`src/ctc_pkg.sv`:
```
package ctc_pkg;

  localparam int PIX_W   = 16;
  localparam int COORD_W = 10;
  localparam int COUNT_W = 21;
  localparam int SUM_W   = 30;
  localparam int CHAN_W  = 8;
  localparam int CFG_IDX_W  = 3;
  localparam int CFG_DATA_W = COUNT_W;

  localparam logic [COUNT_W-1:0] COUNT_MAX = {COUNT_W{1'b1}};
  localparam logic [SUM_W-1:0]   SUM_MAX   = {SUM_W{1'b1}};
  localparam logic [COORD_W-1:0] COORD_MAX = {COORD_W{1'b1}};

  // Luma weights, sum to 256.
  localparam logic [7:0] LUMA_R = 8'd54;
  localparam logic [7:0] LUMA_G = 8'd183;
  localparam logic [7:0] LUMA_B = 8'd19;

  // Reset values of the configuration registers.
  localparam logic [CHAN_W-1:0]  RED_LOW_RST    = 8'd60;
  localparam logic [CHAN_W-1:0]  RED_HIGH_RST   = 8'd100;
  localparam logic [CHAN_W-1:0]  GREEN_LOW_RST  = 8'd0;
  localparam logic [CHAN_W-1:0]  GREEN_HIGH_RST = 8'd40;
  localparam logic [CHAN_W-1:0]  BLUE_LOW_RST   = 8'd20;
  localparam logic [CHAN_W-1:0]  BLUE_HIGH_RST  = 8'd60;
  localparam logic [COUNT_W-1:0] MIN_MATCH_RST  = 21'd100;

  // One quotient bit per step over the whole sum.
  localparam int DIV_STEPS = SUM_W;

  localparam int QUEUE_DEPTH = 4;

  typedef enum logic [CFG_IDX_W-1:0] {
    CFG_RED_LOW    = 3'd0,
    CFG_RED_HIGH   = 3'd1,
    CFG_GREEN_LOW  = 3'd2,
    CFG_GREEN_HIGH = 3'd3,
    CFG_BLUE_LOW   = 3'd4,
    CFG_BLUE_HIGH  = 3'd5,
    CFG_MIN_MATCH  = 3'd6
  } cfg_idx_t;

  typedef struct packed {
    logic [CHAN_W-1:0] red_low;
    logic [CHAN_W-1:0] red_high;
    logic [CHAN_W-1:0] green_low;
    logic [CHAN_W-1:0] green_high;
    logic [CHAN_W-1:0] blue_low;
    logic [CHAN_W-1:0] blue_high;
  } window_t;

  // One classified pixel on its way from the front to the back.
  typedef struct packed {
    logic [PIX_W-1:0]   pixel;
    logic               matched;
    logic               eof;
    logic [COUNT_W-1:0] count;
    logic [SUM_W-1:0]   row_sum;
    logic [SUM_W-1:0]   column_sum;
  } entry_t;

endpackage

```
`src/ctc_in_if.sv`:
```
interface ctc_in_if;
  logic                          valid;
  logic                          ready;
  logic [ctc_pkg::PIX_W-1:0]     pixel_value;
  logic [ctc_pkg::COORD_W-1:0]   row;
  logic [ctc_pkg::COORD_W-1:0]   column;
  logic                          end_of_frame;

  modport source (output valid, pixel_value, row, column, end_of_frame, input ready);
  modport sink   (input valid, pixel_value, row, column, end_of_frame, output ready);
endinterface

```
`src/ctc_out_if.sv`:
```
interface ctc_out_if;
  logic                          valid;
  logic                          ready;
  logic [ctc_pkg::PIX_W-1:0]     out_pixel;
  logic                          pixel_matched;
  logic                          frame_done;
  logic                          object_found;
  logic [ctc_pkg::COORD_W-1:0]   centroid_row;
  logic [ctc_pkg::COORD_W-1:0]   centroid_column;
  logic [ctc_pkg::COUNT_W-1:0]   match_count;

  modport source (output valid, out_pixel, pixel_matched, frame_done, object_found,
                  centroid_row, centroid_column, match_count, input ready);
  modport sink   (input valid, out_pixel, pixel_matched, frame_done, object_found,
                  centroid_row, centroid_column, match_count, output ready);
endinterface

```
`src/ctc_front.sv`:
```
module ctc_front (
  input  logic                clk,
  input  logic                rst_n,
  ctc_in_if.sink              in_ch,
  input  ctc_pkg::window_t    window,
  input  logic                queue_full,
  output logic                push,
  output ctc_pkg::entry_t     push_data
);

  logic [ctc_pkg::CHAN_W-1:0]  red, green, blue;
  logic                        hit;
  logic [15:0]                 luma_sum;
  logic [7:0]                  grey;
  logic [ctc_pkg::COUNT_W-1:0] count_r, count_nxt, count_upd;
  logic [ctc_pkg::SUM_W-1:0]   row_sum_r, row_sum_nxt, row_sum_upd;
  logic [ctc_pkg::SUM_W-1:0]   col_sum_r, col_sum_nxt, col_sum_upd;
  logic [ctc_pkg::SUM_W:0]     row_ext, col_ext;

  assign in_ch.ready = !queue_full;
  assign push        = in_ch.valid && !queue_full;

  // Expand to 8-bit channels with zero fill.
  assign red   = {in_ch.pixel_value[15:11], 3'b000};
  assign green = {in_ch.pixel_value[10:5], 2'b00};
  assign blue  = {in_ch.pixel_value[4:0], 3'b000};

  assign hit = (window.red_low < red)     && (red < window.red_high) &&
               (window.green_low < green) && (green < window.green_high) &&
               (window.blue_low < blue)   && (blue < window.blue_high);

  // The weighted sum of the largest codes stays below 2^16.
  assign luma_sum = ({8'b0, red} * {8'b0, ctc_pkg::LUMA_R}) +
                    ({8'b0, green} * {8'b0, ctc_pkg::LUMA_G}) +
                    ({8'b0, blue} * {8'b0, ctc_pkg::LUMA_B});
  assign grey     = luma_sum[15:8];

  // Saturating accumulation of the matched pixel.
  assign row_ext = {1'b0, row_sum_r} + {{(ctc_pkg::SUM_W+1-ctc_pkg::COORD_W){1'b0}}, in_ch.row};
  assign col_ext = {1'b0, col_sum_r} + {{(ctc_pkg::SUM_W+1-ctc_pkg::COORD_W){1'b0}}, in_ch.column};

  always_comb begin
    count_upd   = count_r;
    row_sum_upd = row_sum_r;
    col_sum_upd = col_sum_r;
    if (hit) begin
      count_upd   = (count_r == ctc_pkg::COUNT_MAX) ? count_r : count_r + 1'b1;
      row_sum_upd = row_ext[ctc_pkg::SUM_W] ? ctc_pkg::SUM_MAX : row_ext[ctc_pkg::SUM_W-1:0];
      col_sum_upd = col_ext[ctc_pkg::SUM_W] ? ctc_pkg::SUM_MAX : col_ext[ctc_pkg::SUM_W-1:0];
    end
  end

  always_comb begin
    count_nxt   = count_r;
    row_sum_nxt = row_sum_r;
    col_sum_nxt = col_sum_r;
    if (push) begin
      if (in_ch.end_of_frame) begin
        count_nxt   = '0;
        row_sum_nxt = '0;
        col_sum_nxt = '0;
      end else begin
        count_nxt   = count_upd;
        row_sum_nxt = row_sum_upd;
        col_sum_nxt = col_sum_upd;
      end
    end
  end

  always_ff @(posedge clk) begin
    if (!rst_n) begin
      count_r   <= '0;
      row_sum_r <= '0;
      col_sum_r <= '0;
    end else begin
      count_r   <= count_nxt;
      row_sum_r <= row_sum_nxt;
      col_sum_r <= col_sum_nxt;
    end
  end

  always_comb begin
    push_data.pixel      = hit ? in_ch.pixel_value : {grey[7:3], grey[7:2], grey[7:3]};
    push_data.matched    = hit;
    push_data.eof        = in_ch.end_of_frame;
    push_data.count      = count_upd;
    push_data.row_sum    = row_sum_upd;
    push_data.column_sum = col_sum_upd;
  end

endmodule

```
`src/ctc_queue.sv`:
```
module ctc_queue #(
  parameter int DEPTH = ctc_pkg::QUEUE_DEPTH
) (
  input  logic            clk,
  input  logic            rst_n,
  input  logic            push,
  input  ctc_pkg::entry_t push_data,
  output logic            full,
  input  logic            pop,
  output ctc_pkg::entry_t pop_data,
  output logic            empty
);

  localparam int PTR_W = $clog2(DEPTH);
  localparam int CNT_W = $clog2(DEPTH + 1);

  ctc_pkg::entry_t   slots_r [DEPTH];
  logic [PTR_W-1:0]  wr_ptr_r, rd_ptr_r;
  logic [CNT_W-1:0]  fill_r;

  assign full     = (fill_r == CNT_W'(DEPTH));
  assign empty    = (fill_r == '0);
  assign pop_data = slots_r[rd_ptr_r];

  always_ff @(posedge clk) begin
    if (push) begin
      slots_r[wr_ptr_r] <= push_data;
    end
  end

  always_ff @(posedge clk) begin
    if (!rst_n) begin
      wr_ptr_r <= '0;
      rd_ptr_r <= '0;
      fill_r   <= '0;
    end else begin
      if (push) begin
        wr_ptr_r <= (wr_ptr_r == PTR_W'(DEPTH - 1)) ? '0 : wr_ptr_r + 1'b1;
      end
      if (pop) begin
        rd_ptr_r <= (rd_ptr_r == PTR_W'(DEPTH - 1)) ? '0 : rd_ptr_r + 1'b1;
      end
      if (push && !pop) begin
        fill_r <= fill_r + 1'b1;
      end else if (pop && !push) begin
        fill_r <= fill_r - 1'b1;
      end
    end
  end

endmodule

```
`src/ctc_back.sv`:
```
module ctc_back (
  input  logic                        clk,
  input  logic                        rst_n,
  input  logic [ctc_pkg::COUNT_W-1:0] min_match_count,
  input  logic                        empty,
  input  ctc_pkg::entry_t             head,
  output logic                        pop,
  ctc_out_if.source                   out_ch
);

  localparam int STEP_W = $clog2(ctc_pkg::DIV_STEPS);

  typedef enum logic [1:0] {
    ST_IDLE,
    ST_DIV,
    ST_LOAD
  } state_t;

  state_t                      state_r;
  logic                        out_valid_r;
  logic [STEP_W-1:0]           step_r;
  ctc_pkg::entry_t             hold_r;
  logic [ctc_pkg::COUNT_W-1:0] rem_row_r, rem_col_r;
  logic [ctc_pkg::SUM_W-1:0]   quo_row_r, quo_col_r;

  logic [ctc_pkg::PIX_W-1:0]   pixel_r;
  logic                        matched_r, done_r, found_r;
  logic [ctc_pkg::COORD_W-1:0] cent_row_r, cent_col_r;
  logic [ctc_pkg::COUNT_W-1:0] match_cnt_r;

  logic                        out_free, need_div, load_out;
  logic [ctc_pkg::COUNT_W:0]   trial_row, trial_col, diff_row, diff_col, divisor;
  logic                        ge_row, ge_col;

  assign out_free = !out_valid_r || out_ch.ready;
  assign need_div = head.eof && (head.count > min_match_count);
  assign pop      = (state_r == ST_IDLE) && !empty && (need_div || out_free);

  // The output register takes a new beat straight from the queue or after a division.
  assign load_out = ((state_r == ST_IDLE) && pop && !need_div) ||
                    ((state_r == ST_LOAD) && out_free);

  // One restoring division step per cycle on both sums.
  assign divisor   = {1'b0, hold_r.count};
  assign trial_row = {rem_row_r, quo_row_r[ctc_pkg::SUM_W-1]};
  assign trial_col = {rem_col_r, quo_col_r[ctc_pkg::SUM_W-1]};
  assign diff_row  = trial_row - divisor;
  assign diff_col  = trial_col - divisor;
  assign ge_row    = trial_row >= divisor;
  assign ge_col    = trial_col >= divisor;

  always_ff @(posedge clk) begin
    if (!rst_n) begin
      state_r     <= ST_IDLE;
      out_valid_r <= 1'b0;
      step_r      <= '0;
    end else begin
      out_valid_r <= load_out || (out_valid_r && !out_ch.ready);
      unique case (state_r)
        ST_IDLE: begin
          if (pop) begin
            if (need_div) begin
              hold_r    <= head;
              rem_row_r <= '0;
              rem_col_r <= '0;
              quo_row_r <= head.row_sum;
              quo_col_r <= head.column_sum;
              step_r    <= '0;
              state_r   <= ST_DIV;
            end else begin
              pixel_r     <= head.pixel;
              matched_r   <= head.matched;
              done_r      <= head.eof;
              found_r     <= 1'b0;
              cent_row_r  <= '0;
              cent_col_r  <= '0;
              match_cnt_r <= head.eof ? head.count : '0;
            end
          end
        end
        ST_DIV: begin
          rem_row_r <= ge_row ? diff_row[ctc_pkg::COUNT_W-1:0] : trial_row[ctc_pkg::COUNT_W-1:0];
          rem_col_r <= ge_col ? diff_col[ctc_pkg::COUNT_W-1:0] : trial_col[ctc_pkg::COUNT_W-1:0];
          quo_row_r <= {quo_row_r[ctc_pkg::SUM_W-2:0], ge_row};
          quo_col_r <= {quo_col_r[ctc_pkg::SUM_W-2:0], ge_col};
          step_r    <= step_r + 1'b1;
          if (step_r == STEP_W'(ctc_pkg::DIV_STEPS - 1)) begin
            state_r <= ST_LOAD;
          end
        end
        ST_LOAD: begin
          if (out_free) begin
            pixel_r     <= hold_r.pixel;
            matched_r   <= hold_r.matched;
            done_r      <= 1'b1;
            found_r     <= 1'b1;
            cent_row_r  <= (quo_row_r[ctc_pkg::SUM_W-1:ctc_pkg::COORD_W] != '0) ?
                           ctc_pkg::COORD_MAX : quo_row_r[ctc_pkg::COORD_W-1:0];
            cent_col_r  <= (quo_col_r[ctc_pkg::SUM_W-1:ctc_pkg::COORD_W] != '0) ?
                           ctc_pkg::COORD_MAX : quo_col_r[ctc_pkg::COORD_W-1:0];
            match_cnt_r <= hold_r.count;
            state_r     <= ST_IDLE;
          end
        end
        default: state_r <= ST_IDLE;
      endcase
    end
  end

  assign out_ch.valid           = out_valid_r;
  assign out_ch.out_pixel       = pixel_r;
  assign out_ch.pixel_matched   = matched_r;
  assign out_ch.frame_done      = done_r;
  assign out_ch.object_found    = found_r;
  assign out_ch.centroid_row    = cent_row_r;
  assign out_ch.centroid_column = cent_col_r;
  assign out_ch.match_count     = match_cnt_r;

endmodule

```
`src/color_threshold_centroid.sv`:
```
// A beat goes through the queue into the output register; an end-of-frame beat that reports
// an object first runs the divider. Throughput: one pixel per cycle while the output is not
// stalled, except that each reported object holds the back end for 30 divider steps and a
// load while the queue takes in pixels until it is full.
// Reset (synchronous, rst_n low) empties the queue, clears the accumulators and output
// valid, and loads the window and minimum-count registers with their default values.
module color_threshold_centroid #(
  parameter int QUEUE_DEPTH = ctc_pkg::QUEUE_DEPTH
) (
  input  logic                           clk,
  input  logic                           rst_n,
  ctc_in_if.sink                         in_stream,
  ctc_out_if.source                      out_stream,
  input  logic                           cfg_we,
  input  logic [ctc_pkg::CFG_IDX_W-1:0]  cfg_index,
  input  logic [ctc_pkg::CFG_DATA_W-1:0] cfg_wdata
);

  // Configuration registers. The user must write them only while idle (not enforced by the block),
  // so the front and back ends may use them directly without any shadowing.
  ctc_pkg::window_t            window_r;
  logic [ctc_pkg::COUNT_W-1:0] min_match_r;

  always_ff @(posedge clk) begin
    if (!rst_n) begin
      window_r.red_low    <= ctc_pkg::RED_LOW_RST;
      window_r.red_high   <= ctc_pkg::RED_HIGH_RST;
      window_r.green_low  <= ctc_pkg::GREEN_LOW_RST;
      window_r.green_high <= ctc_pkg::GREEN_HIGH_RST;
      window_r.blue_low   <= ctc_pkg::BLUE_LOW_RST;
      window_r.blue_high  <= ctc_pkg::BLUE_HIGH_RST;
      min_match_r         <= ctc_pkg::MIN_MATCH_RST;
    end else if (cfg_we) begin
      unique case (ctc_pkg::cfg_idx_t'(cfg_index))
        ctc_pkg::CFG_RED_LOW:    window_r.red_low    <= cfg_wdata[ctc_pkg::CHAN_W-1:0];
        ctc_pkg::CFG_RED_HIGH:   window_r.red_high   <= cfg_wdata[ctc_pkg::CHAN_W-1:0];
        ctc_pkg::CFG_GREEN_LOW:  window_r.green_low  <= cfg_wdata[ctc_pkg::CHAN_W-1:0];
        ctc_pkg::CFG_GREEN_HIGH: window_r.green_high <= cfg_wdata[ctc_pkg::CHAN_W-1:0];
        ctc_pkg::CFG_BLUE_LOW:   window_r.blue_low   <= cfg_wdata[ctc_pkg::CHAN_W-1:0];
        ctc_pkg::CFG_BLUE_HIGH:  window_r.blue_high  <= cfg_wdata[ctc_pkg::CHAN_W-1:0];
        ctc_pkg::CFG_MIN_MATCH:  min_match_r         <= cfg_wdata;
        // An index beyond the register list is ignored.
        default: ;
      endcase
    end
  end

  logic            push, pop, full, empty;
  ctc_pkg::entry_t push_data, head;

  // The front end classifies each pixel, builds the grey replacement and keeps the
  // running count and coordinate sums. On an end-of-frame beat it passes the totals,
  // including that beat's own contribution, down the queue and clears them.
  ctc_front u_front (
    .clk        (clk),
    .rst_n      (rst_n),
    .in_ch      (in_stream),
    .window     (window_r),
    .queue_full (full),
    .push       (push),
    .push_data  (push_data)
  );

  // The queue decouples the pixel stream from the divider, so pixels keep flowing
  // while a centroid is being worked out, until the queue is full.
  ctc_queue #(
    .DEPTH (QUEUE_DEPTH)
  ) u_queue (
    .clk       (clk),
    .rst_n     (rst_n),
    .push      (push),
    .push_data (push_data),
    .full      (full),
    .pop       (pop),
    .pop_data  (head),
    .empty     (empty)
  );

  // The back end owns the output register. Ordinary beats go straight into it; an
  // end-of-frame beat whose count exceeds the minimum first runs the two divisions,
  // whose quotients are clamped to the largest coordinate.
  ctc_back u_back (
    .clk             (clk),
    .rst_n           (rst_n),
    .min_match_count (min_match_r),
    .empty           (empty),
    .head            (head),
    .pop             (pop),
    .out_ch          (out_stream)
  );

endmodule

```
`src/flat_wrapper.sv`:
```
// flat-port wrapper written by rule: the top's interface ports become plain ports
module color_threshold_centroid_flat 
#(
  parameter int QUEUE_DEPTH = ctc_pkg::QUEUE_DEPTH
)
  (clk, rst_n, cfg_we, cfg_index, cfg_wdata, in_stream_valid, in_stream_pixel_value, in_stream_row, in_stream_column, in_stream_end_of_frame, in_stream_ready, out_stream_valid, out_stream_out_pixel, out_stream_pixel_matched, out_stream_frame_done, out_stream_object_found, out_stream_centroid_row, out_stream_centroid_column, out_stream_match_count, out_stream_ready);
  ctc_in_if in_stream_i ();
  ctc_out_if out_stream_i ();
  input  logic clk;
  input  logic rst_n;
  input  logic cfg_we;
  input  logic [ctc_pkg::CFG_IDX_W-1:0] cfg_index;
  input  logic [ctc_pkg::CFG_DATA_W-1:0] cfg_wdata;
  input wire logic [$bits(in_stream_i.valid)-1:0] in_stream_valid;
  input wire logic [$bits(in_stream_i.pixel_value)-1:0] in_stream_pixel_value;
  input wire logic [$bits(in_stream_i.row)-1:0] in_stream_row;
  input wire logic [$bits(in_stream_i.column)-1:0] in_stream_column;
  input wire logic [$bits(in_stream_i.end_of_frame)-1:0] in_stream_end_of_frame;
  output wire logic [$bits(in_stream_i.ready)-1:0] in_stream_ready;
  output wire logic [$bits(out_stream_i.valid)-1:0] out_stream_valid;
  output wire logic [$bits(out_stream_i.out_pixel)-1:0] out_stream_out_pixel;
  output wire logic [$bits(out_stream_i.pixel_matched)-1:0] out_stream_pixel_matched;
  output wire logic [$bits(out_stream_i.frame_done)-1:0] out_stream_frame_done;
  output wire logic [$bits(out_stream_i.object_found)-1:0] out_stream_object_found;
  output wire logic [$bits(out_stream_i.centroid_row)-1:0] out_stream_centroid_row;
  output wire logic [$bits(out_stream_i.centroid_column)-1:0] out_stream_centroid_column;
  output wire logic [$bits(out_stream_i.match_count)-1:0] out_stream_match_count;
  input wire logic [$bits(out_stream_i.ready)-1:0] out_stream_ready;
  assign in_stream_i.valid = in_stream_valid;
  assign in_stream_i.pixel_value = in_stream_pixel_value;
  assign in_stream_i.row = in_stream_row;
  assign in_stream_i.column = in_stream_column;
  assign in_stream_i.end_of_frame = in_stream_end_of_frame;
  assign in_stream_ready = in_stream_i.ready;
  assign out_stream_valid = out_stream_i.valid;
  assign out_stream_out_pixel = out_stream_i.out_pixel;
  assign out_stream_pixel_matched = out_stream_i.pixel_matched;
  assign out_stream_frame_done = out_stream_i.frame_done;
  assign out_stream_object_found = out_stream_i.object_found;
  assign out_stream_centroid_row = out_stream_i.centroid_row;
  assign out_stream_centroid_column = out_stream_i.centroid_column;
  assign out_stream_match_count = out_stream_i.match_count;
  assign out_stream_i.ready = out_stream_ready;
  color_threshold_centroid #(.QUEUE_DEPTH(QUEUE_DEPTH)) u_core (.clk(clk), .rst_n(rst_n), .in_stream(in_stream_i), .out_stream(out_stream_i), .cfg_we(cfg_we), .cfg_index(cfg_index), .cfg_wdata(cfg_wdata));
endmodule
```
`config.mk`:
```
export PLATFORM = sky130hd
export DESIGN_NAME = color_threshold_centroid_flat
export DESIGN_NICKNAME = d
export VERILOG_FILES = /design/src/ctc_pkg.sv /design/src/ctc_in_if.sv /design/src/ctc_out_if.sv /design/src/ctc_front.sv /design/src/ctc_queue.sv /design/src/ctc_back.sv /design/src/color_threshold_centroid.sv /design/src/flat_wrapper.sv
export SDC_FILE = /design/constraint.sdc
export NUM_CORES = 1
export LEC_CHECK = 0
export BUFFER_PORTS_ARGS = -buffer_cell sky130_fd_sc_hd__buf_2
export CORE_ASPECT_RATIO = 0.9
export CORE_MARGIN = 8
export CORE_UTILIZATION = 60
export CTS_BUF_LIST = sky130_fd_sc_hd__clkbuf_4
export DETAILED_ROUTE_END_ITERATION = 12
export PLACE_DENSITY = 0.77
export SETUP_SLACK_MARGIN = 0.4
export SLEW_MARGIN = 20
export SYNTH_ARGS = -nofsm -noshare
export SYNTH_HDL_FRONTEND = slang
export SYNTH_SLANG_ARGS = --single-unit
```
`constraint.sdc`:
```
create_clock -name clk -period 20.7 [get_ports clk]
set_clock_uncertainty 0.2 [all_clocks]
set_input_delay 2.07 -clock clk [delete_from_list [all_inputs] [get_ports clk]]
set_output_delay 2.07 -clock clk [all_outputs]
set_load 0.01 [all_outputs]
```
==> results.json, run 1 <==
{
  "cts_setup_buffers": 0,
  "vias_per_cell": 6.087,
  "relSlewSlack": 0.2909,
  "io_buffers": 127,
  "cts_resized": 0,
  "drive_gt1_frac": 0.1853,
  "clockPowerShare": 0.237,
  "antenna_found_initial": 5,
  "critPathSlowestCell": "buf_4",
  "vias": 25595,
  "place_inst": 3865,
  "grt_max_degree": 73,
  "drt_iter0_markers": 2129,
  "drc": 0,
  "critPathMaxFanout": 72,
  "fin_cells": 4205,
  "critPathMaxStageDelay_ns": 0.84,
  "hold_viol_final": 0,
  "power_switching_share": 0.3423,
  "num_rows": 86,
  "clockBufferDepth": 3,
  "power.internal_mw": 3.451,
  "io-pin-count": 128,
  "period_needed_ns": 6.890,
  "crit_type": "reg -> reg",
  "cts_root_buf": "clkbuf_4",
  "cts-hold-fix-buffers": 0,
  "overflow": 0,
  "start_util": 0.6061,
  "yosysMostFrequentCell": "edfxtp_1",
  "wl_per_cell_microns": 20.60,
  "grt_pass1_wl_microns": 135600,
  "syn_to_final_growth_pct": 10.16,
  "maxCapViolations": 0,
  "worst_ep_required_time_ns": 21.15,
  "wirelength_microns": 86640,
  "synth_cell_type_count": 87,
  "min_path_type": "reg -> reg",
  "clock-sinks": 755,
  "powerDensity_nw_per_um2": 128.3,
  "ant_nets": 0,
  "yosysTopAreaCell": "edfxtp_1",
  "cts_tree": "yes",
  "yosysSeqAreaShare": 0.5680,
  "netlist.area_leader.share": 0.4822,
  "synth_area_leaders": "edfxtp_1 48%, dfxtp_1 8.6%, ha_1 6.5%",
  "place.gp.congestion": 0.8992,
  "cp_cell_sequence": "buf_4 -> buf_4 -> mux4_2 -> ha_1 -> nor2b_1 -> o21a_1 -> o21a_1 -> o21a_1 -> o21ai_0 -> a211o_1 -> a21oi_1 -> o21a_4 -> buf_4",
  "syn-cell-area_sq_um": 37110,
  "p_seq_frac": 0.428,
  "cts_made_buffers": 183,
  "synth_edf_count": 596,
  "tightest_slew_ns": 1.056,
  "synth_area_per_cell_sq_um": 12.14,
  "max-vdd-ir-drop_mv": 0.08771,
  "core_sq_um": 61230,
  "setup_viol": 0,
  "combPwrFrac": 0.336,
  "net-switching-power_mw": 1.796,
  "async_reset_ff_frac": 0,
  "final_nets": 3547,
  "gr-usage-all-layers": 0.2417,
  "synth_seq_cells": 755,
  "post-dp-hpwl_microns": 58110,
  "nFillCells": 4445,
  "clock_latency_ns": 1.10,
  "grt_pass1_vias": 25933,
  "die_area_sq_um": 70080,
  "fin_crit_sh": 0.3328,
  "ys_warn_count": 0,
  "worstSetupEndpointType": "flop",
  "die_w_microns": 278.2,
  "drt_pass1_iterations": 5,
  "dieHeight_microns": 251.9,
  "finalMaxSlewViolations": 0,
  "cts.clk_slew.worst_paths_ns": 0.07,
  "leakagePower_nw": 15.74,
  "rsz0062_at_grt": "false",
  "status": "completed",
  "synth_fp_nets": 3345,
  "htreeDepth": 4,
  "cp.arrival_ns": 7.34,
  "netlist_top_cells_count": "596 x edfxtp_1, 458 x nand2_1, 192 x ha_1",
  "synth_ff_type": "edfxtp_1",
  "fin_setup_tns_ns": 0,
  "netlist_instances": 3056,
  "max_freq_mhz": 145.1,
  "startpoint_type": "flop"
}
## power groups by stage
stage | Sequential (mW) | Combinational, mW | Clock (mW)
2_1_floorplan | 2.26 | 1.29 | 0
3_3_place_gp | 2.26 | 1.68 | 0
3_5_place_dp | 2.28 | 1.75 | 0
4_1_cts | 2.25 | 1.76 | 1.27
5_1_grt | 2.27 | 1.94 | 1.34
6_report | 2.24 | 1.76 | 1.24
## per-layer routing
layer,part of all wire,global-route usage,wire length [microns],vias to the layer above
li1,-,-,-,11870
met1,0.42,0.3089,36210,12632
met2,0.49,0.4047,42530,919
met3,0.067,0.05597,5847,170
met4,0.023,0.08577,2031,4
met5,0.00027,0,23,-
## final timing paths
| check | from | to | slack, ns | cells after the start |
|---|---|---|---|---|
| worst max-delay path | flop | u_core.u_back.rem_col_r[9]$_SDFFCE_PN0P_ | 13.81 | 13 |
| worst min-delay path | u_core.u_front.count_r[6]$_SDFFE_PN0P_ | u_core.u_front.count_r[6]$_SDFFE_PN0P_ | 0.24 | 1 |
| worst min register to register | u_core.u_front.count_r[6]$_SDFFE_PN0P_ | u_core.u_front.count_r[6]$_SDFFE_PN0P_ | 0.24 | 1 |
| worst max register to register | flop | u_core.u_back.rem_col_r[9]$_SDFFCE_PN0P_ | 13.81 | 13 |
## layout make-up
class | instances | area (sq um) | share of cell area
diodes | 8 | 20.02 | 0.0004897
clock buffers | 281 | 2110 | 0.05160
clock inverters | 51 | 285.3 | 0.006978
inverters | 175 | 656.9 | 0.01607
multi-input cells | 1989 | 14900 | 0.3643
flip-flops and latches | 755 | 21090 | 0.5158
well taps | 792 | 991.0 | 0.02424
repair buffers | 154 | 838.3 | 0.02050
## cells by family (layout without fill, tap and decap cells)
kind of cell | after synthesis | in the layout | share of synthesized area
compound gates | 550 | 550 | 0.09808
xor+xnor | 104 | 104 | 0.02454
fa+ha+maj | 223 | 223 | 0.08145
buf+inv | 312 | 661 | 0.03311
flops | 755 | 755 | 0.5680
mux | 148 | 148 | 0.07367
other cells | 0 | 8 | 0
simple gates | 964 | 964 | 0.1211
## flip-flops by register name, summed over array words and instances (netlist names), 2 cells and up, named ones only
register,flops
u_core.u_queue.slots_r,396
u_core.window_r,40
u_core.u_back.quo_col_r,30
u_core.u_back.quo_row_r,30
u_core.u_front.col_sum_r,30
u_core.u_front.row_sum_r,30
u_core.min_match_r,21
u_core.u_back.divisor,21
u_core.u_back.out_ch.match_count,21
u_core.u_back.rem_col_r,21
u_core.u_back.rem_row_r,21
u_core.u_front.count_r,21
u_core.u_back.hold_r,17
u_core.u_back.out_ch.out_pixel,16
u_core.u_back.out_ch.centroid_column,10
u_core.u_back.out_ch.centroid_row,10
u_core.u_back.step_r,5
u_core.u_queue.fill_r,3
u_core.u_back.state_r,2
u_core.u_queue.rd_ptr_r,2
u_core.u_queue.wr_ptr_r,2
## placed cells by master, fill, tap and decap left out, types with 39 or more instances in the layout
master / Yosys / layout
a21oi_1: 157 / 157
inv_1: 174 / 172
nor2_1: 175 / 172
edfxtp_1: 596 / 596
clkbuf_4: 0 / 281
mux4_2: 99 / 99
xor2_1: 39 / 39
xnor2_1: 65 / 65
ha_1: 192 / 192
buf_2: 21 / 127
nand3_1: 80 / 80
dfxtp_1: 159 / 157
nand2_1: 458 / 457
o21ai_0: 97 / 97
a21o_1: 52 / 52
## critical path: cells and delay by family, from the launching register on
kind,cells,cell delay [ns]
buffers and inverters,3,2.29
muxes,1,0.67
adders and majority gates,1,0.32
and+or+nand+nor,1,0.13
AOI/OAI and AO/OA,7,2.10
DFF,1,0.68
## metrics by stage
stage / total power [mW] / hold WS, ns / worst slack [ns] / cell area (sq um) / utilization
2_1_floorplan: 3.547 / 0.2124 / 7.488 / 37110 / -
3_3_place_gp: 3.943 / 0.2267 / 12.95 / 38470 / 0.6283
3_5_place_dp: 4.028 / 0.2295 / 12.95 / 38470 / 0.6283
4_1_cts: 5.272 / 0.2425 / 13.60 / 40860 / 0.6674
5_1_grt: 5.550 / 0.2766 / 13.37 / 40870 / 0.6676
6_report: 5.247 / 0.2395 / 13.81 / 40880 / 0.6678
No activity file was read; power rests on OpenSTA's default activity.
==> run 2, diff against run 1 <==
- CORE_UTILIZATION: 60 -> 58
- PLACE_DENSITY: 0.77 -> 0.78
- clock period: 20.7 -> 6.3 ns (I/O delays scaled with it)
==> run 2 against run 1 <==
Against the previous run:
- combinational power rose to 3.3 times the previous value
- sequential share of layout area shrank 1.0 points
- worst setup slack got worse by 13 ns
- non-clock buffer count increased by 70
- routed wire length grew 1.7%
- critical endpoint is now u_core.u_queue.slots_r[0][98]$_DFFE_PP_
- largest cell class unchanged
==> results.json, run 2 (same netlist as run 1, synthesis figures left out) <==
{
  "ant_nets": 0,
  "critPathSlowestCell": "dlygate4sd3_1",
  "cp-startpoint": "in_stream_pixel_value[8]",
  "hold_viol_final": 0,
  "min_path_type": "in -> reg",
  "finalMaxSlewViolations": 0,
  "io_buffers": 127,
  "start_util": 0.5821,
  "vias_per_cell": 5.994,
  "drt_pass1_iterations": 6,
  "die_w_microns": 282.6,
  "antenna_found_initial": 3,
  "startpoint_type": "input port",
  "max-vdd-ir-drop_mv": 0.3516,
  "vias": 26078,
  "r2r_slack_ns": 1.14,
  "worst_ep_required_time_ns": 6.87,
  "holdWs_ns": 0.1205,
  "max_freq_mhz": 176.6,
  "postLayoutSetupSlackWorst_ns": 0.6387,
  "largest_reg_flops": 396,
  "clock-sinks": 755,
  "cp.arrival_ns": 6.23,
  "place_inst": 3935,
  "layout_commonest_cell": "edfxtp_1",
  "tightest_slew_ns": 1.059,
  "min_from": "in_stream_column[6]",
  "syn_to_final_growth_pct": 12.42,
  "wirelength_microns": 88120,
  "worstSetupEndpointType": "flop",
  "grt_max_degree": 82,
  "drive_gt1_frac": 0.1841,
  "period_needed_ns": 5.661,
  "crit_type": "in -> reg",
  "fin_area_sq_um": 41720,
  "relSlewSlack": 0.2845,
  "cts_made_buffers": 188,
  "leakagePower_nw": 16.06,
  "status": "completed",
  "htreeDepth": 4,
  "core_sq_um": 63750,
  "crit_path_end": "u_core.u_queue.slots_r[0][98]$_DFFE_PP_",
  "power.total_mw": 17.30,
  "cts.clk_slew.worst_paths_ns": 0.06,
  "worst-path-buf-inv": 5,
  "critPathMaxFanout": 4,
  "maxCapViolations": 0,
  "die_area_sq_um": 72350,
  "path_delay_family": "adder cells",
  "gr-usage-all-layers": 0.2392,
  "grt_pass1_vias": 26572,
  "reg_top3": "u_core.u_queue.slots_r x396, u_core.window_r x40",
  "clock_latency_ns": 1.05,
  "fin_cells": 4351,
  "overflow": 0,
  "powerDensity_nw_per_um2": 414.6,
  "dieHeight_microns": 256.0,
  "crit_cells": 23,
  "clockBufferDepth": 3,
  "place.gp.congestion": 0.9086,
  "crit_path_frequent_cell": "fa_1",
  "drc": 0,
  "wl_per_cell_microns": 20.25,
  "nFillCells": 4560,
  "rr_endpoint": "u_core.u_queue.fill_r[2]$_SDFFE_PN0P_",
  "regMostFlops": "u_core.u_queue.slots_r",
  "fin_crit_sh": 0.8986,
  "dpl_worst_slack_ns": 0.1074,
  "drt_iter0_markers": 2570,
  "num_rows": 88,
  "final_core_util": 0.6544,
  "cts_root_buf": "clkbuf_4",
  "reg2regPathDepth": 15,
  "rsz0062_at_grt": "false",
  "final_nets": 3622,
  "cp_cell_sequence": "dlygate4sd3_1 -> buf_2 -> fa_1 -> inv_1 -> fa_1 -> fa_1 -> inv_1 -> ha_1 -> a21o_1 -> a21oi_2 -> a2bb2oi_2 -> nor2b_1 -> xor2_1 -> fa_1 -> inv_1 -> ha_1 -> nor2_1 -> nor2_1 -> o41a_1 -> a31o_2 -> a21oi_1 -> xor2_1 -> mux2_2",
  "final_cell_mix": "596 x edfxtp_1, 457 x nand2_1, 283 x clkbuf_4",
  "place_area_sq_um": 38630,
  "cts_tree": "yes",
  "fin_setup_tns_ns": 0,
  "critPathMaxStageDelay_ns": 0.54,
  "grt_pass1_wl_microns": 138100,
  "setup_viol": 0,
  "io-pin-count": 128,
  "post-dp-hpwl_microns": 58040
}
## run 2: cell count changes in the layout (fill, tap and decap cells not counted), sizes merged
cell and change:
dlygate4sd3 +61, buf +9, clkinvlp -2, inv -1
clkbuf +2, clkinv +13, diode +1
## run 2: worst min-delay path by stage
stage | end | slack [ns] | cells after the start
after floorplan | u_core.u_front.count_r[6]$_SDFFE_PN0P_ | 0.21 | 1
after global placement | u_core.u_front.count_r[6]$_SDFFE_PN0P_ | 0.23 | 1
after detailed placement | u_core.u_front.count_r[6]$_SDFFE_PN0P_ | 0.23 | 1
after CTS | u_core.u_queue.slots_r[2][6]$_DFFE_PP_ | 0.007 | 4
after global routing | u_core.u_queue.slots_r[2][6]$_DFFE_PP_ | 0.09 | 4
final | u_core.u_queue.slots_r[1][6]$_DFFE_PP_ | 0.12 | 4
## run 2: timing repair
action	CTS	global route
resized for setup	0	2
setup buffers	0	1
hold buffers	61	0
hold endpoints to repair	152	0
setup endpoints to repair	0	12
## run 2: worst reg2reg max path: stages (launching register included)
cell and delay, ns:
dfxtp_4 0.64, buf_4 0.66, mux4_2 0.68, ha_1 0.34, and3_1 0.18, a221oi_1 0.32
o21ai_0 0.21, o211ai_1 0.23, a31oi_1 0.24, inv_1 0.11, ha_1 0.20, inv_1 0.07
fa_1 0.37, xor2_1 0.17, or3_1 0.32, a21oi_1 0.14
## run 2: cell type report
class | instances | area (sq um) | share of cell area
diodes | 9 | 22.52 | 0.0005398
flip-flops and latches | 755 | 21090 | 0.5054
clock buffers | 283 | 2125 | 0.05092
multi-input cells | 1989 | 14930 | 0.3578
repair buffers | 224 | 1549 | 0.03713
inverters | 175 | 656.9 | 0.01574
clock inverters | 61 | 284.0 | 0.006808
well taps | 855 | 1070 | 0.02564
## run 2: per-layer routing
metal / track usage / wire, microns / up-vias
met5: 0 / 0 / -
met3: 0.04866 / 6166 / 201
met4: 0.1007 / 2549 / 0
met2: 0.3965 / 43090 / 1093
met1: 0.3044 / 36320 / 12740
li1: - / - / 12044
## run 2: power by group
group	switching [mW]	internal (mW)	leakage [nW]
sequential	0.359	6.99	6.89
combinational	3.57	2.32	7.74
clock	1.96	2.10	1.44
total	5.89	11.4	16.1
==> run 3, diff against run 2 <==
- PLACE_DENSITY: 0.78 -> 0.83
==> run 3 against run 2 <==
Against the previous run:
- global-route usage up 0.85 points
- clock power about the same
- sequential share of layout area increased by 0.13 points
- combinational power grew 3%
- critical endpoint is now u_core.u_queue.slots_r[2][93]$_DFFE_PP_
- highest routed layer is now met5
==> results.json, run 3 (same netlist as run 1, synthesis figures left out) <==
{
  "final_cell_mix": "596 x edfxtp_1, 457 x nand2_1, 272 x clkbuf_4",
  "rr_endpoint": "u_core.u_queue.fill_r[2]$_SDFFE_PN0P_",
  "nFillCells": 4443,
  "overflow": 0,
  "syn_to_final_growth_pct": 12.12,
  "grt_pass1_vias": 26161,
  "vias": 26243,
  "grt_max_degree": 81,
  "die_w_microns": 282.6,
  "setup_viol": 0,
  "cp-startpoint": "in_stream_pixel_value[10]",
  "critPathMaxFanout": 7,
  "io-pin-count": 128,
  "place_inst": 3934,
  "clock_latency_ns": 1.07,
  "min_path_type": "in -> reg",
  "multiInputGateArea_sq_um": 14930,
  "cts_tree": "yes",
  "hold_viol_final": 0,
  "leakagePower_nw": 16.00,
  "clock-sinks": 755,
  "drive_gt1_frac": 0.1818,
  "cts_root_buf": "clkbuf_4",
  "ant_nets": 0,
  "largest_reg_flops": 396,
  "layout_commonest_cell": "edfxtp_1",
  "drt_pass1_iterations": 6,
  "power.total_mw": 17.52,
  "finalMaxSlewViolations": 0,
  "clockBufferDepth": 3,
  "gr-usage-all-layers": 0.2477,
  "die_area_sq_um": 72350,
  "final_core_util": 0.6527,
  "register_area_sq_um": 21090,
  "period_needed_ns": 5.675,
  "start_util": 0.5821,
  "wl_per_cell_microns": 20.99,
  "worst_ep_required_time_ns": 6.86,
  "final_nets": 3610,
  "crit_path_end": "u_core.u_queue.slots_r[2][93]$_DFFE_PP_",
  "dieHeight_microns": 256.0,
  "fin_cells": 4328,
  "relSlewSlack": 0.2169,
  "io_buffers": 127,
  "crit_type": "in -> reg",
  "regMostFlops": "u_core.u_queue.slots_r",
  "post-dp-hpwl_microns": 58780,
  "powerDensity_nw_per_um2": 421.0,
  "worstSetupEndpointType": "flop",
  "max-vdd-ir-drop_mv": 0.3126,
  "core_sq_um": 63750,
  "fin_crit_sh": 0.9008,
  "max_freq_mhz": 176.2,
  "tightest_slew_ns": 1.170,
  "wirelength_microns": 90850,
  "vias_per_cell": 6.064,
  "cts_made_buffers": 180,
  "htreeDepth": 4,
  "reg_top3": "u_core.u_queue.slots_r x396, u_core.window_r x40",
  "rsz0062_at_grt": "false",
  "cp.arrival_ns": 6.24,
  "reg2regPathDepth": 16,
  "fin_setup_tns_ns": 0,
  "grt_pass1_wl_microns": 141900,
  "drc": 0,
  "maxCapViolations": 0,
  "startpoint_type": "input port",
  "place.gp.congestion": 0.8792,
  "num_rows": 88,
  "cts.clk_slew.worst_paths_ns": 0.07,
  "drt_iter0_markers": 2703,
  "status": "completed",
  "antenna_found_initial": 4,
  "holdWs_ns": 0.09531,
  "r2r_slack_ns": 1.16
}
==> run 3: cell types whose count changed in the layout (fill, tap and decap cells not counted), sizes merged <==
| cell | before | now |
|---|---|---|
| inv | 178 | 180 |
| clkinv | 55 | 44 |
| clkbuf | 283 | 272 |
| clkinvlp | 2 | 3 |
| buf | 163 | 160 |
| bufinv | 1 | 2 |
| diode | 9 | 8 |
| dlygate4sd3 | 61 | 60 |
==> run 3: how the worst min path moves through the flow <==
stage	from	to	depth (start not counted)
final	in_stream_row[7]	u_core.u_front.row_sum_r[7]$_SDFFE_PN0P_	5
after global routing	in_stream_row[7]	u_core.u_front.row_sum_r[7]$_SDFFE_PN0P_	5
after CTS	in_stream_row[7]	u_core.u_front.row_sum_r[7]$_SDFFE_PN0P_	5
after detailed placement	u_core.window_r[7]$_SDFFE_PN0P_	u_core.window_r[7]$_SDFFE_PN0P_	2
after global placement	u_core.u_front.count_r[6]$_SDFFE_PN0P_	u_core.u_front.count_r[6]$_SDFFE_PN0P_	1
after floorplan	u_core.u_front.count_r[6]$_SDFFE_PN0P_	u_core.u_front.count_r[6]$_SDFFE_PN0P_	1
==> run 3: repair_timing <==
item                                   CTS  global route
endpoints found under the hold margin  149             0
setup endpoints to repair                0            12
hold buffers                            60             0
setup buffers                            0             0
gates resized for setup                  0             4
==> run 3: routing by layer <==
layer | share of wire | wire [microns] | track usage
met1 | 0.41 | 37510 | 0.3396
met2 | 0.46 | 42210 | 0.3836
met3 | 0.099 | 9006 | 0.06351
met4 | 0.023 | 2107 | 0.08325
met5 | 0.00014 | 13 | 0
==> run 3: critical path, stage by stage <==
cell           delay (ns)
dlygate4sd3_1        0.54
buf_2                0.20
fa_1                 0.49
inv_1                0.05
fa_1                 0.47
fa_1                 0.51
inv_1                0.04
ha_1                 0.33
a21o_1               0.20
a21oi_4              0.18
a2bb2oi_2            0.17
nor2b_1              0.17
xor2_1               0.10
fa_1                 0.51
inv_1                0.04
ha_1                 0.23
o41a_1               0.45
a31o_2               0.30
a21oi_2              0.15
xor2_1               0.13
mux2_2               0.33
==> run 3: area by class of cell <==
cell class | count | share of cell area
repair buffers | 220 | 0.03596
clock inverters | 54 | 0.007337
inverters | 175 | 0.01579
flip-flops and latches | 755 | 0.5068
well taps | 855 | 0.02571
multi-input cells | 1989 | 0.3589
diodes | 8 | 0.0004811
clock buffers | 272 | 0.04907
==> run 3: metrics by stage <==
stage	setup WS, ns	instance area, sq um
floorplan	0.4953	37140
global placement	0.1557	38620
detailed placement	-0.008365	38620
CTS	0.5515	41560
global route	0.4683	41610
finish	0.6248	41610
==> run 3: where the power goes <==
part / internal, mW / leakage [nW] / switching (mW)
combinational: 2.32 / 7.72 / 3.74
clock: 2.06 / 1.39 / 1.99
sequential: 7.00 / 6.89 / 0.408
